$ cat config.mk
export PLATFORM = sky130hd
export DESIGN_NAME = three_channel_step_pulse_generator_core
export DESIGN_NICKNAME = d
export VERILOG_FILES = /design/src/design/tcspg_pkg.sv /design/src/design/tcspg_channel.sv /design/src/design/tcspg_heater_pwm.sv /design/src/design/three_channel_step_pulse_generator_core.sv
export SDC_FILE = /design/constraint.sdc
export NUM_CORES = 1
export LEC_CHECK = 0
export ABC_AREA = 1
export BUFFER_PORTS_ARGS = -buffer_cell sky130_fd_sc_hd__buf_4
export CAP_MARGIN = 0
export CELL_PAD_IN_SITES_DETAIL_PLACEMENT = 1
export CELL_PAD_IN_SITES_GLOBAL_PLACEMENT = 1
export CORE_UTILIZATION = 48
export CTS_CLUSTER_SIZE = 24
export DETAILED_ROUTE_END_ITERATION = 8
export GPL_TIMING_DRIVEN = 1
export PLACE_DENSITY_LB_ADDON = 0.1
export REMOVE_ABC_BUFFERS = 1
export SYNTH_ARGS = -nofsm -noshare
export SYNTH_HDL_FRONTEND = slang
export SYNTH_SLANG_ARGS = --single-unit
export TNS_END_PERCENT = 10
$ cat constraint.sdc
create_clock -name clock -period 7.5 [get_ports clock]
set_clock_uncertainty 0.15 [all_clocks]
set_input_delay 1.5 -clock clock [delete_from_list [all_inputs] [get_ports clock]]
set_output_delay 1.5 -clock clock [all_outputs]
set_load 0.05 [all_outputs]
$ cat src/design/tcspg_pkg.sv
`timescale 1ns / 1ps
// ----------------------------------------------------------------------------
// tcspg_pkg
// Shared widths, defaults and types of the three-channel step pulse generator.
// ----------------------------------------------------------------------------
package tcspg_pkg;

   localparam int PWM_SLOTS_DEFAULT   = 10;
   localparam int COUNT_WIDTH_DEFAULT = 16;
   localparam int POS_WIDTH_DEFAULT   = 32;

   localparam int LIMIT_WIDTH   = 16;
   localparam int DUTY_WIDTH    = 4;
   localparam int OUT_POS_WIDTH = 32;

   localparam int REQ_DATA_WIDTH = 56;
   localparam int RSP_DATA_WIDTH = 104;

   typedef struct packed {
      logic fire;
      logic level_next;
   } chan_status_type;

endpackage

$ cat src/design/tcspg_channel.sv
`timescale 1ns / 1ps
// ----------------------------------------------------------------------------
// tcspg_channel
// One step channel: saturating tick counter, limit compare, step level and
// position register.
// ----------------------------------------------------------------------------
module tcspg_channel
   import tcspg_pkg::*;
#(
   parameter int COUNT_WIDTH = COUNT_WIDTH_DEFAULT,
   parameter int POS_WIDTH   = POS_WIDTH_DEFAULT
) (
   input  logic                   clock,
   input  logic                   reset,
   input  logic                   advance,
   input  logic [LIMIT_WIDTH-1:0] limit,
   input  logic                   enable,
   input  logic                   count_up,
   output chan_status_type        status,
   output logic [POS_WIDTH-1:0]   pos_next
);

   localparam int CMP_WIDTH = (COUNT_WIDTH > LIMIT_WIDTH) ? COUNT_WIDTH : LIMIT_WIDTH;

   logic [COUNT_WIDTH-1:0] count_ff, count_in, count_rise;
   logic                   level_ff, level_in;
   logic [POS_WIDTH-1:0]   pos_ff, pos_in;
   logic                   fire;

   always_comb begin
      count_rise = (count_ff == '1) ? count_ff : count_ff + COUNT_WIDTH'(1);
      fire       = enable && (CMP_WIDTH'(count_rise) >= CMP_WIDTH'(limit));
      count_in   = fire ? '0 : count_rise;
      level_in   = fire ? ~level_ff : level_ff;
      if (!fire) begin
         pos_in = pos_ff;
      end else if (count_up) begin
         pos_in = pos_ff + POS_WIDTH'(1);
      end else begin
         pos_in = pos_ff + {POS_WIDTH{1'b1}};
      end
   end

   always_ff @(posedge clock) begin
      if (reset) begin
         count_ff <= '0;
         level_ff <= 1'b0;
         pos_ff   <= '0;
      end else if (advance) begin
         count_ff <= count_in;
         level_ff <= level_in;
         pos_ff   <= pos_in;
      end
   end

   assign status.fire       = fire;
   assign status.level_next = level_in;
   assign pos_next          = pos_in;

endmodule

$ cat src/design/tcspg_heater_pwm.sv
`timescale 1ns / 1ps
// ----------------------------------------------------------------------------
// tcspg_heater_pwm
// Slot counter and output level of the heater PWM.
// ----------------------------------------------------------------------------
module tcspg_heater_pwm
   import tcspg_pkg::*;
#(
   parameter int PWM_SLOTS = PWM_SLOTS_DEFAULT
) (
   input  logic                  clock,
   input  logic                  reset,
   input  logic                  advance,
   input  logic [DUTY_WIDTH-1:0] duty,
   output logic                  heater_next
);

   localparam int SLOT_WIDTH = $clog2(PWM_SLOTS);

   logic [SLOT_WIDTH-1:0] slot_ff, slot_in;
   logic                  heater_ff, heater_in;

   always_comb begin
      heater_in = heater_ff;
      if (slot_ff == '0) begin
         heater_in = 1'b1;
      end
      if (DUTY_WIDTH'(slot_ff) == duty) begin
         heater_in = 1'b0;
      end
      if (slot_ff == SLOT_WIDTH'(PWM_SLOTS - 1)) begin
         slot_in = '0;
      end else begin
         slot_in = slot_ff + SLOT_WIDTH'(1);
      end
   end

   always_ff @(posedge clock) begin
      if (reset) begin
         slot_ff   <= '0;
         heater_ff <= 1'b0;
      end else if (advance) begin
         slot_ff   <= slot_in;
         heater_ff <= heater_in;
      end
   end

   assign heater_next = heater_in;

endmodule

$ cat src/design/three_channel_step_pulse_generator_core.sv
`timescale 1ns / 1ps
// ----------------------------------------------------------------------------
// three_channel_step_pulse_generator_core
// Three step channels and a heater PWM, advanced by one tick item at a time.
// ----------------------------------------------------------------------------
// Every accepted item is one timer tick and yields exactly one result item.
// An item is taken into an input register, passes through the counter, compare
// and toggle logic of the three channels and the heater PWM, and lands in the
// result register, so the block sustains one item per cycle while rsp_tready
// does not hold the result register full. The input side keeps taking items
// while the input register is empty or the result register is empty or being
// drained in that cycle.
module three_channel_step_pulse_generator_core
   import tcspg_pkg::*;
#(
   parameter int PWM_SLOTS   = PWM_SLOTS_DEFAULT,
   parameter int COUNT_WIDTH = COUNT_WIDTH_DEFAULT,
   parameter int POS_WIDTH   = POS_WIDTH_DEFAULT
) (
   input  logic                      clock,
   input  logic                      reset,
   input  logic                      req_tvalid,
   output logic                      req_tready,
   // limit_a[15:0], limit_b[31:16], limit_c[47:32], enable_a[48], enable_b[49],
   // enable_c[50], dir_b_forward[51], heater_duty[55:52]
   input  logic [REQ_DATA_WIDTH-1:0] req_tdata,
   output logic                      rsp_tvalid,
   input  logic                      rsp_tready,
   // step_a_level[0], step_b_level[1], step_c_level[2], dir_b_level[3],
   // position_a[35:4], position_b[67:36], position_c[99:68], heater_level[100],
   // zero fill[103:101]
   output logic [RSP_DATA_WIDTH-1:0] rsp_tdata
);

   localparam int EXT_WIDTH = POS_WIDTH + OUT_POS_WIDTH;

   logic                      in_valid_ff;
   logic [REQ_DATA_WIDTH-1:0] in_data_ff;
   logic                      rsp_valid_ff;
   logic [RSP_DATA_WIDTH-1:0] rsp_data_ff, rsp_data_in;
   logic                      dir_ff, dir_in;
   logic                      advance;

   chan_status_type           status_a, status_b, status_c;
   logic [POS_WIDTH-1:0]      pos_a_next, pos_b_next, pos_c_next;
   logic [EXT_WIDTH-1:0]      ext_a, ext_b, ext_c;
   logic                      heater_next;

   assign advance    = in_valid_ff && (!rsp_valid_ff || rsp_tready);
   assign req_tready = !in_valid_ff || advance;

   always_ff @(posedge clock) begin
      if (reset) begin
         in_valid_ff <= 1'b0;
      end else if (req_tready) begin
         in_valid_ff <= req_tvalid;
      end
   end

   always_ff @(posedge clock) begin
      if (req_tready && req_tvalid) begin
         in_data_ff <= req_tdata;
      end
   end

   tcspg_channel #(.COUNT_WIDTH(COUNT_WIDTH), .POS_WIDTH(POS_WIDTH)) u_chan_a (
      .clock    (clock),
      .reset    (reset),
      .advance  (advance),
      .limit    (in_data_ff[15:0]),
      .enable   (in_data_ff[48]),
      .count_up (1'b1),
      .status   (status_a),
      .pos_next (pos_a_next)
   );

   tcspg_channel #(.COUNT_WIDTH(COUNT_WIDTH), .POS_WIDTH(POS_WIDTH)) u_chan_b (
      .clock    (clock),
      .reset    (reset),
      .advance  (advance),
      .limit    (in_data_ff[31:16]),
      .enable   (in_data_ff[49]),
      .count_up (in_data_ff[51]),
      .status   (status_b),
      .pos_next (pos_b_next)
   );

   tcspg_channel #(.COUNT_WIDTH(COUNT_WIDTH), .POS_WIDTH(POS_WIDTH)) u_chan_c (
      .clock    (clock),
      .reset    (reset),
      .advance  (advance),
      .limit    (in_data_ff[47:32]),
      .enable   (in_data_ff[50]),
      .count_up (1'b1),
      .status   (status_c),
      .pos_next (pos_c_next)
   );

   tcspg_heater_pwm #(.PWM_SLOTS(PWM_SLOTS)) u_heater (
      .clock       (clock),
      .reset       (reset),
      .advance     (advance),
      .duty        (in_data_ff[55:52]),
      .heater_next (heater_next)
   );

   always_comb begin
      dir_in = status_b.fire ? ~in_data_ff[51] : dir_ff;
      ext_a  = {{OUT_POS_WIDTH{pos_a_next[POS_WIDTH-1]}}, pos_a_next};
      ext_b  = {{OUT_POS_WIDTH{pos_b_next[POS_WIDTH-1]}}, pos_b_next};
      ext_c  = {{OUT_POS_WIDTH{pos_c_next[POS_WIDTH-1]}}, pos_c_next};
      rsp_data_in = {3'b000, heater_next,
                     ext_c[OUT_POS_WIDTH-1:0], ext_b[OUT_POS_WIDTH-1:0],
                     ext_a[OUT_POS_WIDTH-1:0],
                     dir_in, status_c.level_next, status_b.level_next,
                     status_a.level_next};
   end

   always_ff @(posedge clock) begin
      if (reset) begin
         dir_ff       <= 1'b0;
         rsp_valid_ff <= 1'b0;
      end else begin
         if (advance) begin
            dir_ff <= dir_in;
         end
         if (advance) begin
            rsp_valid_ff <= 1'b1;
         end else if (rsp_tready) begin
            rsp_valid_ff <= 1'b0;
         end
      end
   end

   always_ff @(posedge clock) begin
      if (advance) begin
         rsp_data_ff <= rsp_data_in;
      end
   end

   assign rsp_tvalid = rsp_valid_ff;
   assign rsp_tdata  = rsp_data_ff;

`ifndef SYNTH
   a_advance_fills_result: assert property (@(posedge clock) disable iff (reset)
      advance |=> rsp_valid_ff)
      else $error("A ticked item did not reach the result register.");

   a_held_item_kept: assert property (@(posedge clock) disable iff (reset)
      (in_valid_ff && !advance) |=> in_valid_ff)
      else $error("A waiting input item was dropped.");

   a_ready_when_empty: assert property (@(posedge clock) disable iff (reset)
      !in_valid_ff |-> req_tready)
      else $error("Input not ready while the input register is empty.");

   a_dir_follows_b_step: assert property (@(posedge clock) disable iff (reset)
      (advance && status_b.fire) |=> (rsp_data_ff[3] == !$past(in_data_ff[51])))
      else $error("Direction pin does not follow a step of channel B.");
`endif

endmodule
==> results.tsv, run 1 <==
stage	metric	value	unit
run_status	run status	complete, no violations	
synth	number of flops mapped to enable cells by yosys	157	
synth	post-synth cell types	52	
setup_path	Worst setup SP type	register	
setup_path	r2r setup slk	2860	ps
setup_path	CP most frequent cell	nand2_2	
timing	fin crit share	0.618	
setup_path	slowest CP cell	nand2_2	
grt	All-Layer GR Usage	0.270	
floorplanning	initial core utilization	0.489	
placed_design	gpl congestion	0.894	
timing	Final min period	4640	ps
timing	Total Neg Setup Slack	0	ps
timing	RSZ-0062 raised after global routing	false	
setup_path	reg-to-reg endpoint	u_chan_a.pos_ff[2]	
power	Power Density	206	mW/mm^2
floorplanning	chip width	201	um
cts	CTS tree	yes	
cts	clk sinks	312	
detailed_routing	1st-pass router iterations	5	
min_path	Hold Startpoint	u_chan_a.count_ff[10]	
setup_path	Reg2Reg Depth	19	
timing	Final Max Slew Viols	0	
min_path	worst hold path cell count	2	
grt	first-pass GRT wire length	89200	um
floorplanning	Die H	201	um
synth	cell count after synthesis	2617	
placed_design	Post-DP HPWL	38200	um
setup_path	crit path max fanout	49	
floorplanning	die area	0.0405	sq mm
synth	cell area after synthesis	0.0190	sq mm
detailed_routing	initial drt markers	737	
setup_path	worst-path cell chain	ha_1 -> nand2_2 -> nor2_4 -> inv_2 -> nor2_4 -> nand2_2 -> nor3_4 -> nor2_1 -> nor2_2 -> ha_1 -> a21oi_1 -> o21ai_0 -> nor2_1 -> nand2_2 -> nand2_2 -> nand2_1 -> nand3_1 -> nand2_1 -> inv_1	
placed_design	number of buffers inserted by port buffering	162	
final_layout	Nets	2887	
grt	pin count of the biggest net entering global routing	123	
floorplanning	Core Area	0.0389	sq mm
final_layout	Final Util	0.561	
cts	CTS Buffer Depth	3	
detailed_routing	WL final	54300	um
min_path	Hold EP	u_chan_a.count_ff[10]	
cts	post-CTS setup buffer count	0	
detailed_routing	Routed Antenna Nets	0	
timing	Setup-failing EPs final	0	
final_layout	share of post-route cells with drive strength above 1	0.123	
cts	Num CTS Buffers	37	
floorplanning	Ports	166	
setup_path	R2R Path Start	u_chan_a.count_ff[0]	
synth	Post-synth top flop	edfxtp_1	
setup_path	Worst setup EP type	register	
synth	synth warn	0	
cts	cts repair resizes	0	
setup_path	slowest cell delay on critical path	1070	ps
grt	initial antenna violation count	2	
cts	Post-CTS Hold Fix Bufs	0	
timing	Rel. slew slack	0.219	
power	Max IR drop VDD	0.160	mV
timing	final hold vios	0	
final_layout	# diodes	0	
final_layout	commonest non-fill, non-tap cell in the layout	nand2_1	
job	max-cap violation count	0	
detailed_routing	drt drc	0	
final_layout	Area Overhead vs Synth	14.6	%
synth	post-synthesis sequential element count	312	
synth	async set-reset flop share out of synthesis	0	
cts	H-tree level count	2	
cts	Skew-Pair Late Insertion Delay	570	ps
floorplanning	std cell rows	72	
setup_path	critical path type	register to register	
setup_path	Critical Path RT	7850	ps
cts	Root Buffer	clkbuf_16	
detailed_routing	total number of vias	17300	
detailed_routing	Via density	5.26	
timing	Slew @ Worst Pin	1170	ps
grt	total global routing overflow	0	
detailed_routing	Routed WL per cell	16.5	um
timing	fmax	216	MHz
grt	vias in the first global route	18200	
setup_path	Critical Path AT	4980	ps
power	Leak Pwr	10.7	nW
cts	clock slew at reported path FFs	60	ps
min_path	worst min path class	register to register	
final_layout	commonest cells after routing, fill and taps aside	802 x nand2_1, 371 x inv_1, 256 x nand3_1	
synth	post-synthesis sequential area ratio	0.411	
synth	syn avg cell area	7.27	sq um
## final cells by class
cell class                 instances  area, sq um
timing repair buffer             169         1270
inverter                         390         1470
tap                              518          648
clock buffer                      51         1090
clock inverter                    16          184
multi-input combinational       1833         9340
sequential                       312         7820
fill                            5028        17100
## where the power goes
group          total (mW)  internal, mW  switching [mW]
Sequential           1.96          1.89          0.0677
Clock                1.88          1.13           0.754
Combinational       0.646         0.199           0.446
## metrics by stage
step	power, mW	std cells	setup WS, ps	cell area, sq um	hold slack, ps
3_3_place_gp	2.61	3222	3110	20500	325
4_1_cts	4.53	3289	2800	21800	349
6_report	4.49	3289	2860	21800	354
3_5_place_dp	2.64	3222	2940	20500	341
2_1_floorplan	2.43	2535	1560	18600	302
5_1_grt	4.66	3289	2530	21800	375
## metal layers
metal,up-vias,global-route usage,part of all wire
li1,8548,-,-
met1,8367,0.325,0.43
met5,-,0,0.00050
met3,94,0.0371,0.037
met2,299,0.488,0.50
met4,4,0.0968,0.029
## synth_stat cells (2+ instances only)
library cell	count	area, sq um
xor2_1	86	753
clkbuf_1	39	146
nand4_2	2	25.0
nand3_1	256	1280
o21a_1	2	15.0
nand4_1	23	144
nor2_4	10	113
o21ai_0	10	50.1
a21oi_2	2	17.5
inv_1	372	1400
ha_1	83	1040
and2_1	3	18.8
nor3_2	14	140
nor3_1	36	180
a31oi_1	3	18.8
nor3b_1	2	15.0
buf_4	7	52.6
nand2_2	25	156
o21ai_2	4	35.0
xnor2_1	12	105
nand2_1	802	3010
nor2_1	233	875
nand3b_1	5	37.5
buf_6	5	56.3
inv_2	15	56.3
or2_2	3	18.8
a21oi_1	149	746
buf_2	27	135
clkinv_1	2	7.51
nor2_2	16	100
o21bai_1	2	15.0
dfxtp_1	155	3100
nand3_2	11	110
a21o_1	3	22.5
nand2_4	2	22.5
edfxtp_1	157	4710
and3_1	3	18.8
o21ai_1	15	75.1
nor3_4	3	48.8
nor4_1	2	12.5
buf_1	5	18.8
## worst max-delay path: cells and delay by family (launching register included)
| family | cells | cell delay, ps |
|---|---|---|
| buffers and inverters | 2 | 150 |
| adders and majority gates | 2 | 490 |
| and+or+nand+nor | 13 | 2970 |
| DFF | 1 | 410 |
| AOI/OAI and AO/OA | 2 | 360 |
## state kept, by name, indices dropped and copies added (netlist names)
signal,cells
u_heater.heater_ff,1
u_chan_a.level_ff,1
rsp_tdata,101
dir_ff,1
u_chan_b.count_ff,16
u_chan_a.count_ff,16
in_data_ff,56
rsp_tvalid,1
u_chan_c.level_ff,1
u_chan_c.pos_ff,32
u_heater.slot_ff,4
in_valid_ff,1
u_chan_b.pos_ff,32
u_chan_b.level_ff,1
u_chan_c.count_ff,16
u_chan_a.pos_ff,32
## worst max path at each step
stage,from,to,cells after the start
2_1_floorplan,rsp_tready,rsp_tdata[0],4
3_3_place_gp,u_chan_a.count_ff[0],rsp_tdata[12],18
3_5_place_dp,u_chan_a.count_ff[0],u_chan_a.pos_ff[2],20
4_1_cts,u_chan_a.count_ff[0],u_chan_a.pos_ff[2],19
5_1_grt,u_chan_c.count_ff[0],u_chan_c.pos_ff[21],20
6_report,u_chan_a.count_ff[0],u_chan_a.pos_ff[2],19
## logic make-up (layout without fill, tap and decap cells)
family,Yosys count,in the layout,share of synthesized area
compound gates,194,194,0.0542
xor+xnor,98,98,0.0451
fa+ha+maj,84,84,0.0556
buf+inv,474,626,0.0993
flops,312,312,0.411
other cells,1,3,0.000197
simple gates,1454,1454,0.335
Note: power is estimated with default switching activity, not from simulation.
==> run 2, diff against run 1 <==
--- a/config.mk
+++ b/config.mk
@@ -10,7 +10,7 @@
 export CAP_MARGIN = 0
 export CELL_PAD_IN_SITES_DETAIL_PLACEMENT = 1
 export CELL_PAD_IN_SITES_GLOBAL_PLACEMENT = 1
-export CORE_UTILIZATION = 48
+export CORE_UTILIZATION = 44
 export CTS_CLUSTER_SIZE = 24
 export DETAILED_ROUTE_END_ITERATION = 8
 export GPL_TIMING_DRIVEN = 1
==> constraint.sdc (replaced) <==
create_clock -name clock -period 4.8 [get_ports clock]
set_clock_uncertainty 0.15 [all_clocks]
set_input_delay 0.96 -clock clock [delete_from_list [all_inputs] [get_ports clock]]
set_output_delay 0.96 -clock clock [all_outputs]
set_load 0.05 [all_outputs]
==> run 2 against run 1 <==
  * Final cell count rose by 2.2%
  * Critical path depth did not move
  * Sequential share of layout area fell by 0.30 points
  * Worst setup slack got worse by 2000 ps
  * Non-clock buffer count rose by 8
  * Power rose by 57%
  * Fmax rose by 18%
  * First-iteration DRC count fell by 7.5%
  * Flip-flop and latch count did not move
  * Largest cell class unchanged
  * Largest power group unchanged
==> results.tsv, run 2 (same netlist as run 1, synthesis figures left out) <==
stage	metric	value	unit	change
run_status	run status	complete, no violations		
grt	initial antenna violation count	3		+1
power	Comb power frac	0.144		about the same
floorplanning	Core Area	0.0423	sq mm	+8.7%
cts	clock slew at reported path FFs	60	ps	about the same
job	max-cap violation count	0		unchanged
timing	RSZ-0062 raised after global routing	false		
final_layout	fin cells	3360		+2.2%
min_path	worst min path class	register to register		
final_layout	max FFs per register	101		unchanged
timing	Setup-failing EPs final	0		unchanged
power	Net Switching	2.00	mW	+57%
cts	CTS Buffer Depth	3		unchanged
floorplanning	die area	0.0441	sq mm	+9.0%
power	Flop pwr share	0.435		-0.002
setup_path	crit path max fanout	36		-27%
detailed_routing	Routed WL per cell	16.3	um	-1.3%
floorplanning	Die H	210	um	+4.4%
placed_design	gpl congestion	0.917		+2.6%
timing	Rel. slew slack	0.432		+0.213
setup_path	Critical Path AT	4270	ps	-710 ps
min_path	worst hold path cell count	2		unchanged
cts	CTS tree	yes		
power	switching share of total power	0.283		+0.000821
cts	post-CTS setup buffer count	0		unchanged
grt	pin count of the biggest net entering global routing	126		+2.4%
cts	Num CTS Buffers	38		+2.7%
placed_design	Post-DP HPWL	39500	um	+3.5%
detailed_routing	Via density	5.12		-2.7%
power	Power Density	320	mW/mm^2	+56%
cts	Skew-Pair Late Insertion Delay	570	ps	about the same
cts	cts repair resizes	0		unchanged
grt	vias in the first global route	18300		+0.43%
setup_path	Worst setup SP type	register		
cts	H-tree level count	2		unchanged
final_layout	share of post-route cells with drive strength above 1	0.125		+0.00167
grt	All-Layer GR Usage	0.253		-0.0172
detailed_routing	1st-pass router iterations	4		-1
detailed_routing	WL final	54800	um	+0.82%
detailed_routing	drt drc	0		unchanged
floorplanning	chip width	210	um	+4.4%
final_layout	Nets	2896		+0.31%
setup_path	critical path type	register to register		
timing	fin crit share	0.820		+0.202
final_layout	commonest non-fill, non-tap cell in the layout	nand2_1		
timing	fmax	254	MHz	+18%
grt	total global routing overflow	0		unchanged
setup_path	Reg2Reg Depth	19		unchanged
power	Leak Pwr	10.8	nW	+0.52%
power	Clock Power Share	0.421		+0.002
timing	Final Max Slew Viols	0		unchanged
power	internal power	5.05	mW	+57%
floorplanning	Ports	166		unchanged
final_layout	Final Util	0.520		-0.0408
detailed_routing	Routed Antenna Nets	0		unchanged
placed_design	placed cells	3289		+2.1%
cts	Post-CTS Hold Fix Bufs	0		unchanged
placed_design	number of buffers inserted by port buffering	162		unchanged
final_layout	commonest cells after routing, fill and taps aside	802 x nand2_1, 371 x inv_1, 256 x nand3_1		
cts	Root Buffer	clkbuf_16		
timing	final hold vios	0		unchanged
timing	Slew @ Worst Pin	852	ps	-319 ps
cts	clk sinks	312		unchanged
floorplanning	initial core utilization	0.450		-0.0393
final_layout	Area Overhead vs Synth	15.6	%	
setup_path	Critical Path RT	5140	ps	-2710 ps
detailed_routing	total number of vias	17200		-0.55%
setup_path	Worst setup EP type	register		
power	Max IR drop VDD	0.239	mV	+49%
detailed_routing	initial drt markers	682		-7.5%
timing	Total Neg Setup Slack	0	ps	unchanged
timing	Final min period	3940	ps	-700 ps
grt	first-pass GRT wire length	90400	um	+1.3%
floorplanning	std cell rows	75		+4.2%
run 2: cell count changes in the layout (fill, tap and decap cells not counted), moves of 2 or more:
cell and delta:
clkinv_8 -2, clkbuf_8 -3, buf_4 +4, buf_12 +4, clkinv_2 +2, clkbuf_1 +2
clkinv_1 +3
run 2: worst max-delay path, stage by stage, from the launching register on:
cell and delay, ps:
dfxtp_1 420, ha_1 240, nand2_2 100, nor2_4 190, nand4_2 150, nor2_4 180
nor2_1 70, xor2_1 280, ha_1 310, nand2_1 70, inv_1 50, nand2_1 60
nand2_1 60, a21oi_2 160, nand3_2 120, nand2_4 400, inv_4 290, nor2_8 310
nand2_1 100, a21oi_1 140
run 2: metal layers:
metal	vias to the layer above	global-route usage	wire length (um)
met4	6	0.0808	1230
met5	-	0	35
met1	8357	0.310	24400
met2	203	0.452	27200
li1	8576	-	-
met3	74	0.0389	1830
run 2: stage by stage:
stage	power [mW]	instance area, sq um	setup slack (ps)	hold slack [ps]
after detailed placement	4.14	20700	858	336
final	7.04	22000	864	350
after floorplan	3.79	18600	-596	302
after global placement	4.09	20700	1050	323
after global routing	7.33	22000	481	372
after CTS	7.13	22000	826	345
run 2: power groups by stage:
| stage | Combinational [mW] | Sequential [mW] | Clock (mW) |
|---|---|---|---|
| 6_report | 1.01 | 3.07 | 2.97 |
| 5_1_grt | 1.13 | 3.08 | 3.12 |
| 4_1_cts | 1.02 | 3.07 | 3.04 |
| 3_5_place_dp | 1.02 | 3.12 | 0 |
| 3_3_place_gp | 0.973 | 3.11 | 0 |
| 2_1_floorplan | 0.537 | 3.26 | 0 |
run 2: final timing paths:
check	start	end	slack, ps
setup / recovery	u_chan_b.count_ff[1]	u_chan_b.count_ff[4]	860
hold / removal	u_chan_a.count_ff[9]	u_chan_a.count_ff[9]	350
setup reg to reg	u_chan_b.count_ff[1]	u_chan_b.count_ff[4]	860
hold reg to reg	u_chan_a.count_ff[9]	u_chan_a.count_ff[9]	350
run 2: final cells by class:
type | count | area (sq um)
diodes | 1 | 2.50
clock inverters | 20 | 214
well taps | 577 | 722
clock buffers | 50 | 1060
repair buffers | 177 | 1380
fillers | 5395 | 20300
inverters | 390 | 1470
flip-flops and latches | 312 | 7820
multi-input cells | 1833 | 9340
